## src/design/sbs_pkg.sv

```systemverilog
// ----------------------------------------------------------------------------
// sbs_pkg: shared types and constants for the sticky backoff station
// Holds field widths, the slot operation codes and the request record.
// ----------------------------------------------------------------------------
package sbs_pkg;

   localparam int unsigned COUNT_W     = 9;
   localparam int unsigned CREDIT_W    = 8;
   localparam int unsigned TOTAL_W     = 32;
   localparam int unsigned STAGE_OUT_W = 3;

   // quotient by reciprocal: exact for any 9-bit dividend and divisor below 512
   localparam int unsigned RECIP_SHIFT = 18;
   localparam int unsigned RECIP_W     = RECIP_SHIFT + 1;

   localparam logic [COUNT_W-1:0] COUNT_MAX = '1;

   typedef enum logic {
      OP_START = 1'b0,
      OP_SLOT  = 1'b1
   } op_type;

   typedef struct packed {
      op_type             op;
      logic               others_transmitted;
      logic [COUNT_W-1:0] random_bits;
   } slot_req_type;

endpackage

```

## src/design/sticky_backoff_station.sv

```systemverilog
// ----------------------------------------------------------------------------
// sticky_backoff_station: slotted exponential backoff engine with sticky backoff
// Input register, then result register; 1 transaction per cycle while the output drains.
// The slot update is one pass of compare, multiply and subtract logic between them.
// Synchronous active-high reset clears valid flags and station state, not payload; the stickiness limit resets to 0.
// ----------------------------------------------------------------------------
module sticky_backoff_station
   import sbs_pkg::*;
#(
   parameter int unsigned MIN_WINDOW = 16,
   parameter int unsigned TOP_STAGE  = 5
) (
   input  logic                   clock,
   input  logic                   reset,

   input  logic                   req_valid,
   output logic                   req_ready,
   input  logic                   req_op,
   input  logic                   req_others_transmitted,
   input  logic [COUNT_W-1:0]     req_random_bits,

   output logic                   rsp_valid,
   input  logic                   rsp_ready,
   output logic                   rsp_transmitted,
   output logic                   rsp_succeeded,
   output logic                   rsp_collided,
   output logic [COUNT_W-1:0]     rsp_backoff_now,
   output logic [STAGE_OUT_W-1:0] rsp_stage_now,
   output logic [CREDIT_W-1:0]    rsp_sticky_left,
   output logic [TOTAL_W-1:0]     rsp_success_total,
   output logic [TOTAL_W-1:0]     rsp_collision_total,

   input  logic                   csr_wr_en,
   input  logic [CREDIT_W-1:0]    csr_wr_data
);

   localparam int unsigned NUM_STAGES = TOP_STAGE + 1;
   localparam int unsigned STAGE_W    = $clog2(TOP_STAGE + 1);
   localparam int unsigned PROD_W     = COUNT_W + RECIP_SHIFT;

   // Per-stage constants: window size, deterministic backoff and the
   // reciprocal of the window used to split random_bits into window units.
   logic [COUNT_W-1:0] win_tab   [NUM_STAGES];
   logic [COUNT_W-1:0] fix_tab   [NUM_STAGES];
   logic [RECIP_W-1:0] recip_tab [NUM_STAGES];
   logic [COUNT_W-1:0] quot_in   [NUM_STAGES];
   logic [COUNT_W-1:0] quot_ff   [NUM_STAGES];

   for (genvar s = 0; s < NUM_STAGES; s++) begin : g_stage
      localparam longint unsigned WIN   = longint'(MIN_WINDOW) << s;
      localparam longint unsigned FIX   = (longint'(MIN_WINDOW) / 2) << s;
      localparam longint unsigned RECIP = (WIN > longint'(COUNT_MAX)) ? 0 :
                                          ((64'd1 << RECIP_SHIFT) + WIN - 1) / WIN;
      logic [PROD_W-1:0] prod;

      assign win_tab[s]   = COUNT_W'(WIN);
      assign fix_tab[s]   = (FIX > longint'(COUNT_MAX)) ? COUNT_MAX : COUNT_W'(FIX);
      assign recip_tab[s] = RECIP_W'(RECIP);

      // Quotient of random_bits by this stage's window; zero when the window
      // covers every 9-bit value, so the draw is the bits themselves.
      assign prod       = PROD_W'(req_random_bits) * PROD_W'(recip_tab[s]);
      assign quot_in[s] = prod[RECIP_SHIFT +: COUNT_W];
   end

   // ------------------------------------------------------------------
   // Handshake: input register feeds the result register; both advance
   // together so a new transaction enters every cycle the output drains.
   // ------------------------------------------------------------------
   logic         s1_valid_ff;
   slot_req_type s1_req_ff;
   logic         rsp_valid_ff;
   logic         advance;
   logic         take;

   assign advance   = s1_valid_ff && (!rsp_valid_ff || rsp_ready);
   assign req_ready = !s1_valid_ff || advance;
   assign take      = req_valid && req_ready;

   // Station state and the configuration register
   logic [CREDIT_W-1:0] max_sticky_ff;
   logic [COUNT_W-1:0]  count_ff,   count_in;
   logic [STAGE_W-1:0]  stage_ff,   stage_in;
   logic [CREDIT_W-1:0] credits_ff, credits_in;
   logic [TOTAL_W-1:0]  succ_ff,    succ_in;
   logic [TOTAL_W-1:0]  colls_ff,   colls_in;

   // Slot update
   logic                 tx_in, ok_in, coll_in;
   logic [STAGE_W-1:0]   stage_up;
   logic [STAGE_W-1:0]   draw_stage;
   logic [COUNT_W-1:0]   draw_quot;
   logic [2*COUNT_W-1:0] draw_prod;
   logic [COUNT_W-1:0]   rand_draw;
   logic [COUNT_W-1:0]   fix_draw;
   logic [COUNT_W-1:0]   count_upd;
   logic [TOTAL_W-1:0]   weight;
   logic [TOTAL_W:0]     succ_sum;
   logic [STAGE_W+STAGE_OUT_W-1:0] stage_ext;

   assign stage_up = (stage_ff < STAGE_W'(TOP_STAGE)) ? stage_ff + 1'b1 : stage_ff;
   assign weight   = TOTAL_W'(1) << stage_ff;
   assign succ_sum = {1'b0, succ_ff} + {1'b0, weight};
   assign fix_draw = fix_tab[stage_ff];

   // Pick the stage whose window the draw uses: zero on start, the raised
   // stage when others transmitted and no credits are left, the current stage otherwise.
   always_comb begin
      if (s1_req_ff.op == OP_START) begin
         draw_stage = '0;
      end else if (s1_req_ff.others_transmitted && credits_ff == '0) begin
         draw_stage = stage_up;
      end else begin
         draw_stage = stage_ff;
      end
   end

   // Remainder = bits - quotient * window
   assign draw_quot = quot_ff[draw_stage];
   assign draw_prod = {{COUNT_W{1'b0}}, draw_quot} * {{COUNT_W{1'b0}}, win_tab[draw_stage]};
   assign rand_draw = s1_req_ff.random_bits - draw_prod[COUNT_W-1:0];

   always_comb begin
      tx_in      = 1'b0;
      ok_in      = 1'b0;
      coll_in    = 1'b0;
      stage_in   = stage_ff;
      credits_in = credits_ff;
      succ_in    = succ_ff;
      colls_in   = colls_ff;
      count_upd  = count_ff;
      count_in   = count_ff;
      case (s1_req_ff.op)
         OP_START: begin
            // Clear the station and draw from the minimum window
            stage_in   = '0;
            credits_in = '0;
            succ_in    = '0;
            colls_in   = '0;
            count_in   = rand_draw;
         end
         default: begin
            if (count_ff == '0) begin
               tx_in = 1'b1;
               if (!s1_req_ff.others_transmitted) begin
                  // Lone transmission: weight the success by the stage
                  ok_in   = 1'b1;
                  succ_in = succ_sum[TOTAL_W] ? '1 : succ_sum[TOTAL_W-1:0];
                  if (max_sticky_ff != '0) begin
                     count_upd = fix_draw;
                     if (credits_ff < max_sticky_ff) begin
                        credits_in = max_sticky_ff;
                     end
                  end else begin
                     count_upd = rand_draw;
                  end
               end else begin
                  // Collision: spend a credit, or back off to a wider window
                  coll_in  = 1'b1;
                  colls_in = (colls_ff == '1) ? colls_ff : colls_ff + 1'b1;
                  if (credits_ff != '0) begin
                     count_upd  = fix_draw;
                     credits_in = credits_ff - 1'b1;
                  end else begin
                     stage_in  = stage_up;
                     count_upd = rand_draw;
                  end
               end
            end
            // Count down one slot
            count_in = (count_upd != '0) ? count_upd - 1'b1 : count_upd;
         end
      endcase
   end

   assign stage_ext = {{STAGE_OUT_W{1'b0}}, stage_in};

   // ------------------------------------------------------------------
   // Registers
   // ------------------------------------------------------------------
   always_ff @(posedge clock) begin
      if (reset) begin
         s1_valid_ff   <= 1'b0;
         rsp_valid_ff  <= 1'b0;
         max_sticky_ff <= '0;
         count_ff      <= '0;
         stage_ff      <= '0;
         credits_ff    <= '0;
         succ_ff       <= '0;
         colls_ff      <= '0;
      end else begin
         if (take) begin
            s1_valid_ff <= 1'b1;
         end else if (advance) begin
            s1_valid_ff <= 1'b0;
         end
         if (advance) begin
            rsp_valid_ff <= 1'b1;
         end else if (rsp_ready) begin
            rsp_valid_ff <= 1'b0;
         end
         if (csr_wr_en) begin
            max_sticky_ff <= csr_wr_data;
         end
         if (advance) begin
            count_ff   <= count_in;
            stage_ff   <= stage_in;
            credits_ff <= credits_in;
            succ_ff    <= succ_in;
            colls_ff   <= colls_in;
         end
      end
   end

   // Payload: hold the captured transaction and its quotient lanes
   always_ff @(posedge clock) begin
      if (take) begin
         s1_req_ff.op                 <= op_type'(req_op);
         s1_req_ff.others_transmitted <= req_others_transmitted;
         s1_req_ff.random_bits        <= req_random_bits;
         for (int s = 0; s < NUM_STAGES; s++) begin
            quot_ff[s] <= quot_in[s];
         end
      end
   end

   // Result register
   logic [COUNT_W-1:0]     rsp_backoff_ff;
   logic [STAGE_OUT_W-1:0] rsp_stage_ff;
   logic [CREDIT_W-1:0]    rsp_sticky_ff;
   logic [TOTAL_W-1:0]     rsp_succ_ff;
   logic [TOTAL_W-1:0]     rsp_colls_ff;
   logic                   rsp_tx_ff, rsp_ok_ff, rsp_coll_ff;

   always_ff @(posedge clock) begin
      if (advance) begin
         rsp_tx_ff      <= tx_in;
         rsp_ok_ff      <= ok_in;
         rsp_coll_ff    <= coll_in;
         rsp_backoff_ff <= count_in;
         rsp_stage_ff   <= stage_ext[STAGE_OUT_W-1:0];
         rsp_sticky_ff  <= credits_in;
         rsp_succ_ff    <= succ_in;
         rsp_colls_ff   <= colls_in;
      end
   end

   assign rsp_valid           = rsp_valid_ff;
   assign rsp_transmitted     = rsp_tx_ff;
   assign rsp_succeeded       = rsp_ok_ff;
   assign rsp_collided        = rsp_coll_ff;
   assign rsp_backoff_now     = rsp_backoff_ff;
   assign rsp_stage_now       = rsp_stage_ff;
   assign rsp_sticky_left     = rsp_sticky_ff;
   assign rsp_success_total   = rsp_succ_ff;
   assign rsp_collision_total = rsp_colls_ff;

   // ------------------------------------------------------------------
   // Assertions
   // ------------------------------------------------------------------
`ifndef SYNTHESIS
   // Stage stays within its cap
   a_stage_cap: assert property (@(posedge clock) disable iff (reset)
      stage_ff <= STAGE_W'(TOP_STAGE))
      else $error("backoff stage above cap");

   // A transmission either succeeds or collides, never both
   a_outcome: assert property (@(posedge clock) disable iff (reset)
      rsp_valid |-> (rsp_transmitted == (rsp_succeeded || rsp_collided)) &&
                    !(rsp_succeeded && rsp_collided))
      else $error("inconsistent slot outcome");

   // A start transaction delivers cleared totals and no transmission
   a_start_clear: assert property (@(posedge clock) disable iff (reset)
      (advance && s1_req_ff.op == OP_START) |=>
         (rsp_success_total == '0) && (rsp_collision_total == '0) && !rsp_transmitted)
      else $error("start did not clear the station");

   // No transmission while the counter is still running
   a_count_gate: assert property (@(posedge clock) disable iff (reset)
      (advance && s1_req_ff.op == OP_SLOT && count_ff != '0) |=> !rsp_transmitted)
      else $error("transmitted with nonzero backoff");
`endif

endmodule
```

## config.mk

```make
export PLATFORM = sky130hd
export DESIGN_NAME = sticky_backoff_station
export DESIGN_NICKNAME = d
export VERILOG_FILES = /design/src/design/sbs_pkg.sv /design/src/design/sticky_backoff_station.sv
export SDC_FILE = /design/constraint.sdc
export NUM_CORES = 1
export LEC_CHECK = 0
export ABC_CLOCK_PERIOD_IN_PS = 10000
export CORE_MARGIN = 2
export CORE_UTILIZATION = 53
export DETAILED_ROUTE_END_ITERATION = 16
export DONT_BUFFER_PORTS = 1
export GPL_TIMING_DRIVEN = 0
export PLACE_DENSITY = 0.68
export SLEW_MARGIN = 20
export SYNTH_ARGS = -nofsm -noshare
export SYNTH_HDL_FRONTEND = slang
export SYNTH_SLANG_ARGS = --single-unit
```

## constraint.sdc

```tcl
create_clock -name clock -period 10 [get_ports clock]
set_input_delay 1 -clock clock [delete_from_list [all_inputs] [get_ports clock]]
set_output_delay 1 -clock clock [all_outputs]
set_load 0.1 [all_outputs]
```

# == Yosys cells after proc, flatten, opt, wreduce, memory -nomap -nowiden ==
# Memory sizes are Yosys's and may differ from the RTL's.
# Index checks and enable logic that the tools add are counted.
# totals
register_bits,192
ram_bits,30
mem_bits_ro,144
input_bits,24
output_inout_bits,89
memories,3
# op_classes
add_sub_neg,6
n_mul,1
magnitude_cmp,4
n_eq_ne,1
shifts,1
muxes,41
bitwise,2
n_reduce_logical,15
# mem_list
name,depth,word_bits,read_ports,rd_ports_with_merged_regs,wr,line_no,rtl
(name not given),8,9,1,0,0,sticky_backoff_station.sv:120,"assign draw_prod = {{COUNT_W{1'b0}}, draw_quot} * {{COUNT_W{1'b0}}, win_tab[draw_stage]};"
(name not given),8,9,1,0,0,sticky_backoff_station.sv:104,assign fix_draw = fix_tab[stage_ff];
quot_ff,6,5,1,0,6,sticky_backoff_station.sv:47,logic [COUNT_W-1:0] quot_ff [NUM_STAGES];
# ops
op,n
$mux 32,8
$mux 9,11
$mux 8,6
$add 32x32->33,1
$add 32x1->32 const B,1
$eq 32x32->1 const B,1
$shl 1x3->32 const A,1
$mux 3,7
$reduce_bool 8->1,2
$logic_not 9->1,1
$mul 9x9->9,1
$mux 1,9
$reduce_bool 9->1,1
$sub 9x1->9 const B,1
$sub 9x9->9,1
$ge 4x4->1 const B,2
$logic_not 8->1,1
$lt 8x8->1,1
$not 3->4,2
$sub 8x1->8 const B,1
$reduce_bool 2->1,2
$add 3x1->3 const B,1
$logic_and 1x1->1,3
$lt 3x3->1 const B,1
other kinds (3),5

# == Longest topological paths before layout ==
# Gate-level depths: netlist (run 1).
# depth
depth_word,17
depth_mapped,29
mapped_depth_nobuf,28

# == Worst setup path before layout (run 1) ==
# Ideal clock, no wire load.
# synth_path
path_type,register to register
startpoint,register credits_ff[4]
endpoint,register count_ff[2]
setup_time_ns,0.134
arrival_time_ns,5.575
setup_slack_ns,4.292
path_stages_with_launch,28
cell_sequence,dfxtp_1 > buf_2 > or4_4 > nor2_2 > nand3_1 > o21ai_1 > and2_1 > clkbuf_1 > mux2i_1 > mux2i_1 > and3_1 > ha_1 > ha_1 > inv_1 > fa_1 > inv_1 > ha_1 > ha_1 > inv_1 > ha_1 > nor2_1 > o21ai_0 > a31oi_1 > and2_1 > o2111a_2 > nor2_1 > a221oi_1 > a211oi_1
# synth_between
elab_chain_cells,17
elab_cells_between_ends,21
classes_between,2 x add/sub; 1 x mul; 11 x mux; 1 x bitwise; 4 x reduce/logical; 2 x memory
# synth_rtl
item,line_no,rtl
start: declaration,sticky_backoff_station.sv:84,"logic [CREDIT_W-1:0] credits_ff, credits_in;"
start signal: assignment,sticky_backoff_station.sv:208,credits_ff <= credits_in;
$logic_not 8->1,sticky_backoff_station.sv:111,end else if (s1_req_ff.others_transmitted && credits_ff == '0) begin
$logic_and 1x1->1,sticky_backoff_station.sv:111,
$mux 3,sticky_backoff_station.sv:111,
$mux 3,sticky_backoff_station.sv:109,if (s1_req_ff.op == OP_START) begin
$not 3->4 (implied by the code),sticky_backoff_station.sv:120,
$mem_v2 8x9,-,
$mux 9 (implied by the code) (2 in a row),sticky_backoff_station.sv:120,
$mul 9x9->9,sticky_backoff_station.sv:120,
$sub 9x9->9,sticky_backoff_station.sv:121,assign rand_draw = s1_req_ff.random_bits - draw_prod[COUNT_W-1:0];
$mux 9 (on tied branches),"sticky_backoff_station.sv:149, sticky_backoff_station.sv:161",
$mux 9,sticky_backoff_station.sv:145,if (!s1_req_ff.others_transmitted) begin
$mux 9,sticky_backoff_station.sv:143,if (count_ff == '0) begin
$mux 9,sticky_backoff_station.sv:133,case (s1_req_ff.op)
$sub 9x1->9 or $reduce_bool 9->1 (tied branches),sticky_backoff_station.sv:171,count_in = (count_upd != '0) ? count_upd - 1'b1 : count_upd;
$mux 9,sticky_backoff_station.sv:171,
$mux 9 (*),sticky_backoff_station.sv:133,
end signal: assignment,sticky_backoff_station.sv:206,count_ff <= count_in;
end: declaration,sticky_backoff_station.sv:82,"logic [COUNT_W-1:0] count_ff, count_in;"
# Every way passes the cells marked *; elsewhere a longest branch is shown, timed or not. The select of a mux whose other input is x is not followed.
# A chain may end at the register's enable or synchronous reset.

# == Worst setup path in the final report (run 1) ==
# layout_path
startpoint,register credits_ff[0]
endpoint,"register rsp_backoff_ff[3], in the netlist rsp_backoff_now[3] (data pin)"
# layout_between
elab_chain_cells,17
elab_cells_between_ends,21
classes_between,2 x add/sub; 1 x mul; 11 x mux; 1 x bitwise; 4 x reduce/logical; 2 x memory
# layout_rtl
item,line_no,rtl
$logic_not 8->1,sticky_backoff_station.sv:111,
$logic_and 1x1->1,sticky_backoff_station.sv:111,
$mux 3,sticky_backoff_station.sv:111,
$mux 3,sticky_backoff_station.sv:109,
$not 3->4 (implied by the code),sticky_backoff_station.sv:120,
$mem_v2 8x9,-,
$mux 9 (implied by the code) (2 in a row),sticky_backoff_station.sv:120,
$mul 9x9->9,sticky_backoff_station.sv:120,
$sub 9x9->9,sticky_backoff_station.sv:121,
$mux 9 (on tied branches),"sticky_backoff_station.sv:149, sticky_backoff_station.sv:161",
$mux 9,sticky_backoff_station.sv:145,
$mux 9,sticky_backoff_station.sv:143,
$mux 9,sticky_backoff_station.sv:133,
$sub 9x1->9 or $reduce_bool 9->1 (tied branches),sticky_backoff_station.sv:171,
$mux 9,sticky_backoff_station.sv:171,
$mux 9 (*),sticky_backoff_station.sv:133,
net count_in[3],sticky_backoff_station.sv:82,
end signal: assignment,sticky_backoff_station.sv:240,rsp_backoff_ff <= count_in;
end: declaration,sticky_backoff_station.sv:228,logic [COUNT_W-1:0] rsp_backoff_ff;
# Mark *: on every way through the listed nets, which the timed path passes. The rest lies on a longest branch. The select of a mux whose other input is x is not followed.

==> results.toml, run 1 <==
[job]
maxCapViolCount = 0

[routing]
ant_nets = 0
vias_per_cell = 6.29
route.detailed.drc = 0
first_pass_iters = 6
wl_per_cell_um = 20.5
drt_iter0_drc = 1007
routed_wl_mm = 31.0
vias = 9498

[logic_synthesis]
yosysUniqueCellTypes = 83
synth_top_family_by_area = "simple AND/OR/NAND/NOR gates"
muxShareOfSynthArea_pct = 1.59
synth-compound-area-share_pct = 19.1
synth_nets = 1276
synth_simple_gate_area_share_pct = 20.3
syn_area_um2 = 10800
ys_seq_area_share_pct = 44.7
yosys.area_share.xor_xnor_pct = 4.46
syn_area_per_cell_um2 = 8.96
syn_inst = 1206
yosys_warnings = 0
synthArstFlopShare_pct = 0
synthFlopType = "edfxtp_1"
ys_ff_latch = 192
synthAdderAreaFrac_pct = 5.47
synth_edf_count = 98

[global_routing]
grt-ovfl-total = 0
grt_use_total_pct = 28.6
grt_pass1_wl_mm = 48.1
grt_pass1_vias = 8598
antenna_found_initial = 0
grt_max_degree = 37

[cts]
path_clk_slew_ns = 0.07
cts_buffer_depth = 2
cts_root_buf = "clkbuf_16"
ctsResizeCount = 0
clk_latency_ns = 0.45
postCtsSetupRepairBufs = 0
numClockSinks = 192
cts_buffers = 17
cts_hold_buf = 0
cts_tree = "done"
htree_levels = 4

[power]
power_uw = 2250
power_frac_clock_pct = 30.1
ir_drop_mv = 0.129
power.leakage_uw = 0.00426
p_sw_uw = 874
internal_power_uw = 1370
comb_power_share_pct = 21.9
power_density_nw_per_um2 = 191
switching_share_pct = 38.9
pwr-share-seq_pct = 48.0

[sta]
post-route-period-util_pct = 67.1
slew_viol_final = 0
hold_viol = 0
tns_ns = 0
post-route-min-period_ns = 6.71
finClkSkew_ns = 0.0153
slew_headroom_pct = 35.7
setup_ws_ns = 3.29
fmax_mhz = 149
rsz0062_at_grt = "no"
tightest_slew_ns = 0.963
finalSetupViolCount = 0

[critical_path]
crit_fanout = 8
startpoint_type = "register"
end_kind = "register"
cp.depth = 28
cp.required_ns = 10.18
r2r-end = "rsp_backoff_now[3]"
critical_path.endpoint = "rsp_backoff_now[3]"
critPathTopFamily = "adder cells"
crit_buf_inv = 5
worstSetupStartpoint = "credits_ff[0]"
cp.arrival_ns = 6.89
timing.rr.start = "credits_ff[0]"
rr_worst_depth = 28
r2r_slack_ns = 3.29
timing_worst_setup_path_type = "reg -> reg"
slowest_delay_ns = 0.53
path_common_cell = "ha_1"
crit_slowest_cell = "fa_1"

[run_status]
status = "finished, final reports clean"

[final_layout]
multi_input_comb_area_um2 = 5510
seq_area_um2 = 4820
nFillCells = 1759
finalNonFillerCells = 1510
drive_gt1_share_pct = 5.48
area_growth_syn_to_layout_pct = 8.88
diodes = 0
nNetsFinal = 1297

[min_path]
min_path_cells = 2
hold_start = "succ_ff[6]"
hold_class = "reg -> reg"

[die]
ios = 113
fp.dieH_um = 147
initial_utilization_pct = 53.7
row_count = 52
dieArea_um2 = 21500
core_area_um2 = 20100
die_w_um = 147

[placement]
dp.cells = 1478
post-dp-hpwl_mm = 22.1
numPortBuffers = 0
place_ws_ns = 3.42
gp_congestion = 0.933
[Yosys cell counts, types with 20 or more instances]
master	number	share of area [%]
a21oi_1	107	5.0
a31oi_1	22	1.3
and2_1	20	1.2
and3_1	33	1.9
clkbuf_1	49	1.7
dfxtp_1	94	17
edfxtp_1	98	27
ha_1	44	5.1
inv_1	49	1.7
nand2_1	143	5.0
nand3_1	42	1.9
nor2_1	117	4.1
nor3_1	32	1.5
o21ai_0	64	3.0
xnor2_1	30	2.4
xor2_1	25	2.0
[per-stage QoR]
stage / utilization, % / hold WS (ns) / cell area, um2
2_1_floorplan: - / 0.449 / 10800
3_3_place_gp: 55.4 / 0.462 / 11100
3_5_place_dp: 55.6 / 0.466 / 11200
4_1_cts: 58.5 / 0.477 / 11800
5_1_grt: 58.5 / 0.497 / 11800
6_report: 58.5 / 0.478 / 11800
[cell usage in the layout, fill, tap and decap left out, types with 5 or more instances in the layout]
cell / count
nand2_1: 143
nor2_1: 117
a21oi_1: 107
edfxtp_1: 98
dfxtp_1: 94
o21ai_0: 64
inv_1: 49
clkbuf_1: 48
ha_1: 44
nand3_1: 42
and3_1: 33
nor3_1: 32
xnor2_1: 30
xor2_1: 25
a31oi_1: 22
and2_1: 20
a211oi_1: 18
clkbuf_16: 17
o31ai_1: 16
mux2i_1: 16
nand4_1: 14
a21o_1: 14
nor2b_1: 9
buf_1: 8
nor4_1: 8
nand2b_1: 7
buf_2: 7
o211ai_1: 6
and4_1: 5
o21a_1: 5
or3_1: 5
a41oi_1: 5
[tightest hold or removal path, cell delays in order, from the launching register on]
cell and delay [ns]:
dfxtp_1 0.33, nand2_1 0.06, a21oi_1 0.05
[state kept, by name, indices dropped and copies added (netlist names), 8 cells and up]
signal / flops
rsp_backoff_now: 9
credits_ff: 8
rsp_collision_total: 32
count_ff: 9
s1_req_ff: 10
succ_ff: 32
colls_ff: 32
rsp_sticky_left: 8
rsp_success_total: 32
max_sticky_ff: 8
[routing by layer]
layer  part of all wire [%]  vias up  track usage [%]
met2                     46      478             45.6
met4                    3.5        0             12.9
met5                      0        -                0
li1                       -     4427                -
met3                    8.3       76             5.75
met1                     42     4517             37.9
[power groups by stage]
| stage | logic, uW | clock network (uW) | registers, uW |
|---|---|---|---|
| 4_1_cts | 480 | 682 | 1080 |
| 6_report | 492 | 676 | 1080 |
| 3_5_place_dp | 477 | 0 | 1100 |
| 3_3_place_gp | 470 | 0 | 1100 |
| 2_1_floorplan | 343 | 0 | 1090 |
| 5_1_grt | 532 | 713 | 1080 |
[layout make-up]
class	instances	share of cell area, %
Buffer	68	2.40
Inverter	51	1.63
Multi-Input combinational cell	895	46.9
Timing Repair Buffer	2	0.340
Clock inverter	15	1.26
Clock buffer	17	3.62
Sequential cell	192	41.0
Tap cell	270	2.87
[how the worst min path moves through the flow]
| stage | end | slack [ns] |
|---|---|---|
| final | succ_ff[6] | 0.48 |
| after global placement | succ_ff[5] | 0.46 |
| after floorplan | count_ff[8] | 0.45 |
| after detailed placement | succ_ff[6] | 0.47 |
| after global routing | succ_ff[6] | 0.50 |
| after CTS | succ_ff[6] | 0.48 |
[cell families (layout without fill, tap and decap cells)]
| kind of cell | Yosys count | in the layout |
|---|---|---|
| xor+xnor | 55 | 55 |
| mux | 17 | 17 |
| compound gates | 321 | 321 |
| fa+ha+maj | 46 | 46 |
| simple gates | 456 | 456 |
| flops | 192 | 192 |
| buf+inv | 119 | 153 |
Power figures use the tool's default switching activity.
==> run 2, diff against run 1 <==
--- a/config.mk
+++ b/config.mk
@@ -5,7 +5,7 @@
 export SDC_FILE = /design/constraint.sdc
 export NUM_CORES = 1
 export LEC_CHECK = 0
-export ABC_CLOCK_PERIOD_IN_PS = 10000
+export ABC_CLOCK_PERIOD_IN_PS = 6900
 export CORE_MARGIN = 2
 export CORE_UTILIZATION = 53
 export DETAILED_ROUTE_END_ITERATION = 16
==> constraint.sdc (replaced) <==
create_clock -name clock -period 6.9 [get_ports clock]
set_input_delay 0.69 -clock clock [delete_from_list [all_inputs] [get_ports clock]]
set_output_delay 0.69 -clock clock [all_outputs]
set_load 0.1 [all_outputs]
==> run 2 against run 1 <==
  * Sequential cell count unchanged
  * Fmax increased by 3.0%
  * Hold slack got worse by 0.15 ns
  * Via count increased by 0.25%
  * Register-to-register slack got worse by 2.9 ns
  * Global-route usage unchanged
  * Power increased by 45%
  * Wire length about the same
  * Highest routed layer unchanged
==> results.toml, run 2 (synthesis gave the netlist of run 1 again) <==
[critical_path]
timing_worst_setup_path_type = "reg -> reg"
cp.required_ns = 7.08
crit_slowest_cell = "fa_1"
startpoint_type = "register"
crit_fanout = 8
end_kind = "register"
path_common_cell = "ha_1"
slowest_delay_ns = 0.53
rr_worst_depth = 28
cp.arrival_ns = 6.70

[global_routing]
antenna_found_initial = 0
grt-ovfl-total = 0
grt_pass1_wl_mm = 48.1
grt_max_degree = 37
grt_use_total_pct = 28.6
grt_pass1_vias = 8598

[final_layout]
utilization_pct = 58.6
nFillCells = 1755
final_cell_mix = "143 x nand2_1, 117 x nor2_1, 107 x a21oi_1"
drive_gt1_share_pct = 5.73
nNetsFinal = 1297
final_common_cell = "nand2_1"
diodes = 0
area_growth_syn_to_layout_pct = 8.99

[cts]
cts_buffers = 17
cts_buffer_depth = 2
path_clk_slew_ns = 0.08
clk_latency_ns = 0.45
postCtsSetupRepairBufs = 0
htree_levels = 4
cts_root_buf = "clkbuf_16"
cts_tree = "done"
numClockSinks = 192

[sta]
hold_viol = 0
tns_ns = 0
finalSetupViolCount = 0
post-route-period-util_pct = 94.4
tightest_slew_ns = 0.963
rsz0062_at_grt = "no"
setup_ws_ns = 0.387
timing.hold.ws_ns = 0.324
post-route-min-period_ns = 6.51
fmax_mhz = 154
slew_headroom_pct = 35.7
finClkSkew_ns = 0.0138
slew_viol_final = 0

[placement]
place_ws_ns = 0.325
post-dp-hpwl_mm = 22.1
gp_congestion = 0.933
numPortBuffers = 0

[power]
power_density_nw_per_um2 = 277
ir_drop_mv = 0.188
power.leakage_uw = 0.00426

[job]
maxCapViolCount = 0

[routing]
route.detailed.drc = 0
first_pass_iters = 6
drt_iter0_drc = 1048
vias = 9522
ant_nets = 0
vias_per_cell = 6.31
wl_per_cell_um = 20.5
routed_wl_mm = 31.0

[die]
core_area_um2 = 20100
die_w_um = 147
fp.dieH_um = 147
ios = 113
dieArea_um2 = 21500
initial_utilization_pct = 53.7
row_count = 52

[min_path]
min_path_cells = 0
hold_class = "in -> reg"

[run_status]
status = "finished, final reports clean"
## run 2: cell types whose count changed in the layout (fill, tap and decap cells not counted)
cell,change
a31oi_1,-1
a31oi_2,+1
clkbuf_1,-1
clkbuf_2,+1
o21ai_1,-1
o21ai_2,+1
## run 2: per-layer routing
metal	share of wire [%]	track usage (%)	vias to the layer above
met1	42	37.9	4542
met5	0	0	-
met2	46	45.6	461
met3	8.1	5.75	85
met4	3.9	12.9	0
li1	-	-	4434
## run 2: worst max-delay path, delay by kind of cell (launching register included)
| family | cells | cell delay (ns) |
|---|---|---|
| adders and majority gates | 7 | 2.28 |
| and+or+nand+nor | 9 | 1.51 |
| AOI/OAI and AO/OA | 5 | 1.15 |
| buffers and inverters | 5 | 0.51 |
| DFF | 1 | 0.46 |
| muxes | 2 | 0.35 |
## run 2: final timing paths
| check | from | end | slack, ns |
|---|---|---|---|
| setup / recovery | credits_ff[0] | rsp_backoff_now[3] | 0.39 |
| hold / removal | req_random_bits[8] | quot_ff[0][4] | 0.32 |
| setup reg to reg | credits_ff[0] | rsp_backoff_now[3] | 0.39 |
| hold reg to reg | succ_ff[6] | succ_ff[6] | 0.48 |
## run 2: through the flow
step	total power [uW]	cell area (um2)	cells
final	3260	11800	1510
after global routing	3380	11800	1510
after CTS	3250	11800	1510
after detailed placement	2280	11200	1478
after global placement	2280	11100	1476
after floorplan	2080	10800	1206
## run 2: cell type report
cell class                 count  area, um2  area share, %
tap                          270        338           2.87
clock inverter                15        148           1.25
timing repair buffer           2       40.0          0.340
buffer                        68        284           2.41
multi-input combinational    895       5520           46.9
inverter                      51        191           1.63
sequential                   192       4820           41.0
clock buffer                  17        425           3.61
## run 2: repair_timing
| action | in CTS | in global routing |
|---|---|---|
| hold buffers | 0 | 0 |
| setup endpoints to repair | 0 | 15 |
| gates resized for setup | 0 | 4 |
## run 2: power breakdown
part / internal [uW] / switching [uW] / total, uW
Clock: 481 / 497 / 978
Sequential: 1280 / 290 / 1570
Combinational: 235 / 482 / 718
==> run 3, diff against run 2 <==
--- a/config.mk
+++ b/config.mk
@@ -6,12 +6,14 @@
 export NUM_CORES = 1
 export LEC_CHECK = 0
 export ABC_CLOCK_PERIOD_IN_PS = 6900
+export CELL_PAD_IN_SITES_DETAIL_PLACEMENT = 1
+export CELL_PAD_IN_SITES_GLOBAL_PLACEMENT = 1
 export CORE_MARGIN = 2
-export CORE_UTILIZATION = 53
+export CORE_UTILIZATION = 49
 export DETAILED_ROUTE_END_ITERATION = 16
 export DONT_BUFFER_PORTS = 1
 export GPL_TIMING_DRIVEN = 0
-export PLACE_DENSITY = 0.68
+export PLACE_DENSITY_LB_ADDON = 0.1
 export SLEW_MARGIN = 20
 export SYNTH_ARGS = -nofsm -noshare
 export SYNTH_HDL_FRONTEND = slang
==> run 3 against run 2 <==
  * Sequential cell count stayed put
  * Critical path depth shrank 6
  * Sequential power hardly changed
  * Largest power group unchanged
  * Sequential share of layout area is 0.25 points lower
  * Fmax shrank 1.7%
  * Global-route usage up 1.9 points
  * Via count is 2.5% higher
  * Non-clock buffer count down 1
  * First-iteration DRC count fell by 31%
  * Final cell count up 0.60%
  * Highest routed layer unchanged
==> results.toml, run 3 (synthesis gave the netlist of run 1 again) <==
[sta]
post-route-min-period_ns = 6.62
slew_headroom_pct = 36.0
hold_viol = 0
tns_ns = 0
tightest_slew_ns = 0.958
slew_viol_final = 0
finalSetupViolCount = 0
post-route-period-util_pct = 96.0
fmax_mhz = 151
finClkSkew_ns = 0.0134

[cts]
path_clk_slew_ns = 0.08
ctsResizeCount = 0
cts_tree = "done"
clk_latency_ns = 0.46
cts_hold_buf = 0
numClockSinks = 192
htree_levels = 4
postCtsSetupRepairBufs = 0
cts_buffers = 17
cts_root_buf = "clkbuf_16"
cts_buffer_depth = 2

[die]
initial_utilization_pct = 49.6
row_count = 54
dieArea_um2 = 23200
core_area_um2 = 21800
ios = 113
fp.dieH_um = 152
die_w_um = 152

[placement]
place_area_um2 = 11200
post-dp-hpwl_mm = 25.7
gp_congestion = 0.936
numPortBuffers = 0

[job]
maxCapViolCount = 0

[final_layout]
drive_gt1_share_pct = 6.05
multi_input_comb_area_um2 = 5550
final_cell_mix = "143 x nand2_1, 117 x nor2_1, 106 x a21oi_1"
nNetsFinal = 1296
area_growth_syn_to_layout_pct = 9.68
diodes = 0
seq_area_um2 = 4830
stdcell_area_um2 = 11800
final_common_cell = "nand2_1"
nFillCells = 2564

[global_routing]
grt_pass1_vias = 9763
grt_use_total_pct = 30.5
grt_pass1_wl_mm = 55.4
antenna_found_initial = 0
grt_max_degree = 38
grt-ovfl-total = 0

[power]
power.leakage_uw = 0.00427
ir_drop_mv = 0.166
power_density_nw_per_um2 = 284
power_uw = 3360

[critical_path]
startpoint_type = "register"
worstSetupStartpoint = "s1_req_ff[10]"
end_kind = "register"
timing_worst_setup_path_type = "reg -> reg"
r2r-end = "rsp_backoff_now[3]"
crit_fanout = 10
cp.required_ns = 7.09
r2r_slack_ns = 0.28
timing.rr.start = "s1_req_ff[10]"
cp.arrival_ns = 6.82
rr_worst_depth = 22

[min_path]
min_path_cells = 0
hold_start = "req_random_bits[8]"
hold_class = "in -> reg"
min_to = "quot_ff[0][4]"

[routing]
vias_per_cell = 6.43
ant_nets = 0
drt_iter0_drc = 727
routed_wl_mm = 36.0
first_pass_iters = 5
wl_per_cell_um = 23.7
route.detailed.drc = 0
vias = 9760

[run_status]
status = "finished, final reports clean"
==> run 3: stage by stage <==
stage / util [%] / setup WS [ns] / cells / hold WS [ns]
3_5_place_dp: 51.5 / 0.207 / 1488 / 0.470
4_1_cts: 54.3 / 0.188 / 1520 / 0.322
3_3_place_gp: 51.3 / 0.279 / 1486 / 0.464
2_1_floorplan: - / 1.19 / 1206 / 0.449
6_report: 54.5 / 0.275 / 1519 / 0.331
5_1_grt: 54.5 / -0.00664 / 1519 / 0.319
==> run 3: layout make-up <==
type,count,area share (%)
Clock buffer,18,3.71
Timing Repair Buffer,2,0.338
Sequential cell,192,40.7
Clock inverter,14,1.44
Multi-Input combinational cell,895,46.8
Buffer,67,2.37
Tap cell,280,2.96
Inverter,51,1.62
==> run 3: per-layer routing <==
metal	routed length (um)	GRT usage, %
met1	15200	39.3
met2	17100	51.4
met3	2400	5.57
met4	1310	11.5
met5	0	0
==> run 3: report_power, final <==
group | switching (uW) | total [uW] | internal (uW)
Combinational | 515 | 753 | 238
Sequential | 292 | 1570 | 1280
Clock | 508 | 1040 | 531
==> run 3: worst max-delay path by stage <==
| stage | endpoint | depth (start not counted) |
|---|---|---|
| floorplan | count_ff[2] | 27 |
| global placement | rsp_backoff_now[3] | 28 |
| detailed placement | rsp_backoff_now[3] | 28 |
| CTS | count_ff[0] | 28 |
| global route | rsp_backoff_now[3] | 28 |
| finish | rsp_backoff_now[3] | 22 |
==> run 3: critical path: stages (launching register included) <==
cell	delay [ns]
edfxtp_1	0.56
clkbuf_1	0.43
clkbuf_1	0.60
buf_1	0.75
o31ai_4	0.21
and2_1	0.22
ha_1	0.28
ha_1	0.28
inv_1	0.05
fa_1	0.53
inv_1	0.04
ha_1	0.28
ha_1	0.27
inv_1	0.04
ha_1	0.35
nor2_1	0.11
o21ai_0	0.13
a31oi_2	0.28
and2_1	0.21
o2111a_2	0.33
o21ai_0	0.13
nand3b_1	0.16
nand2_1	0.11
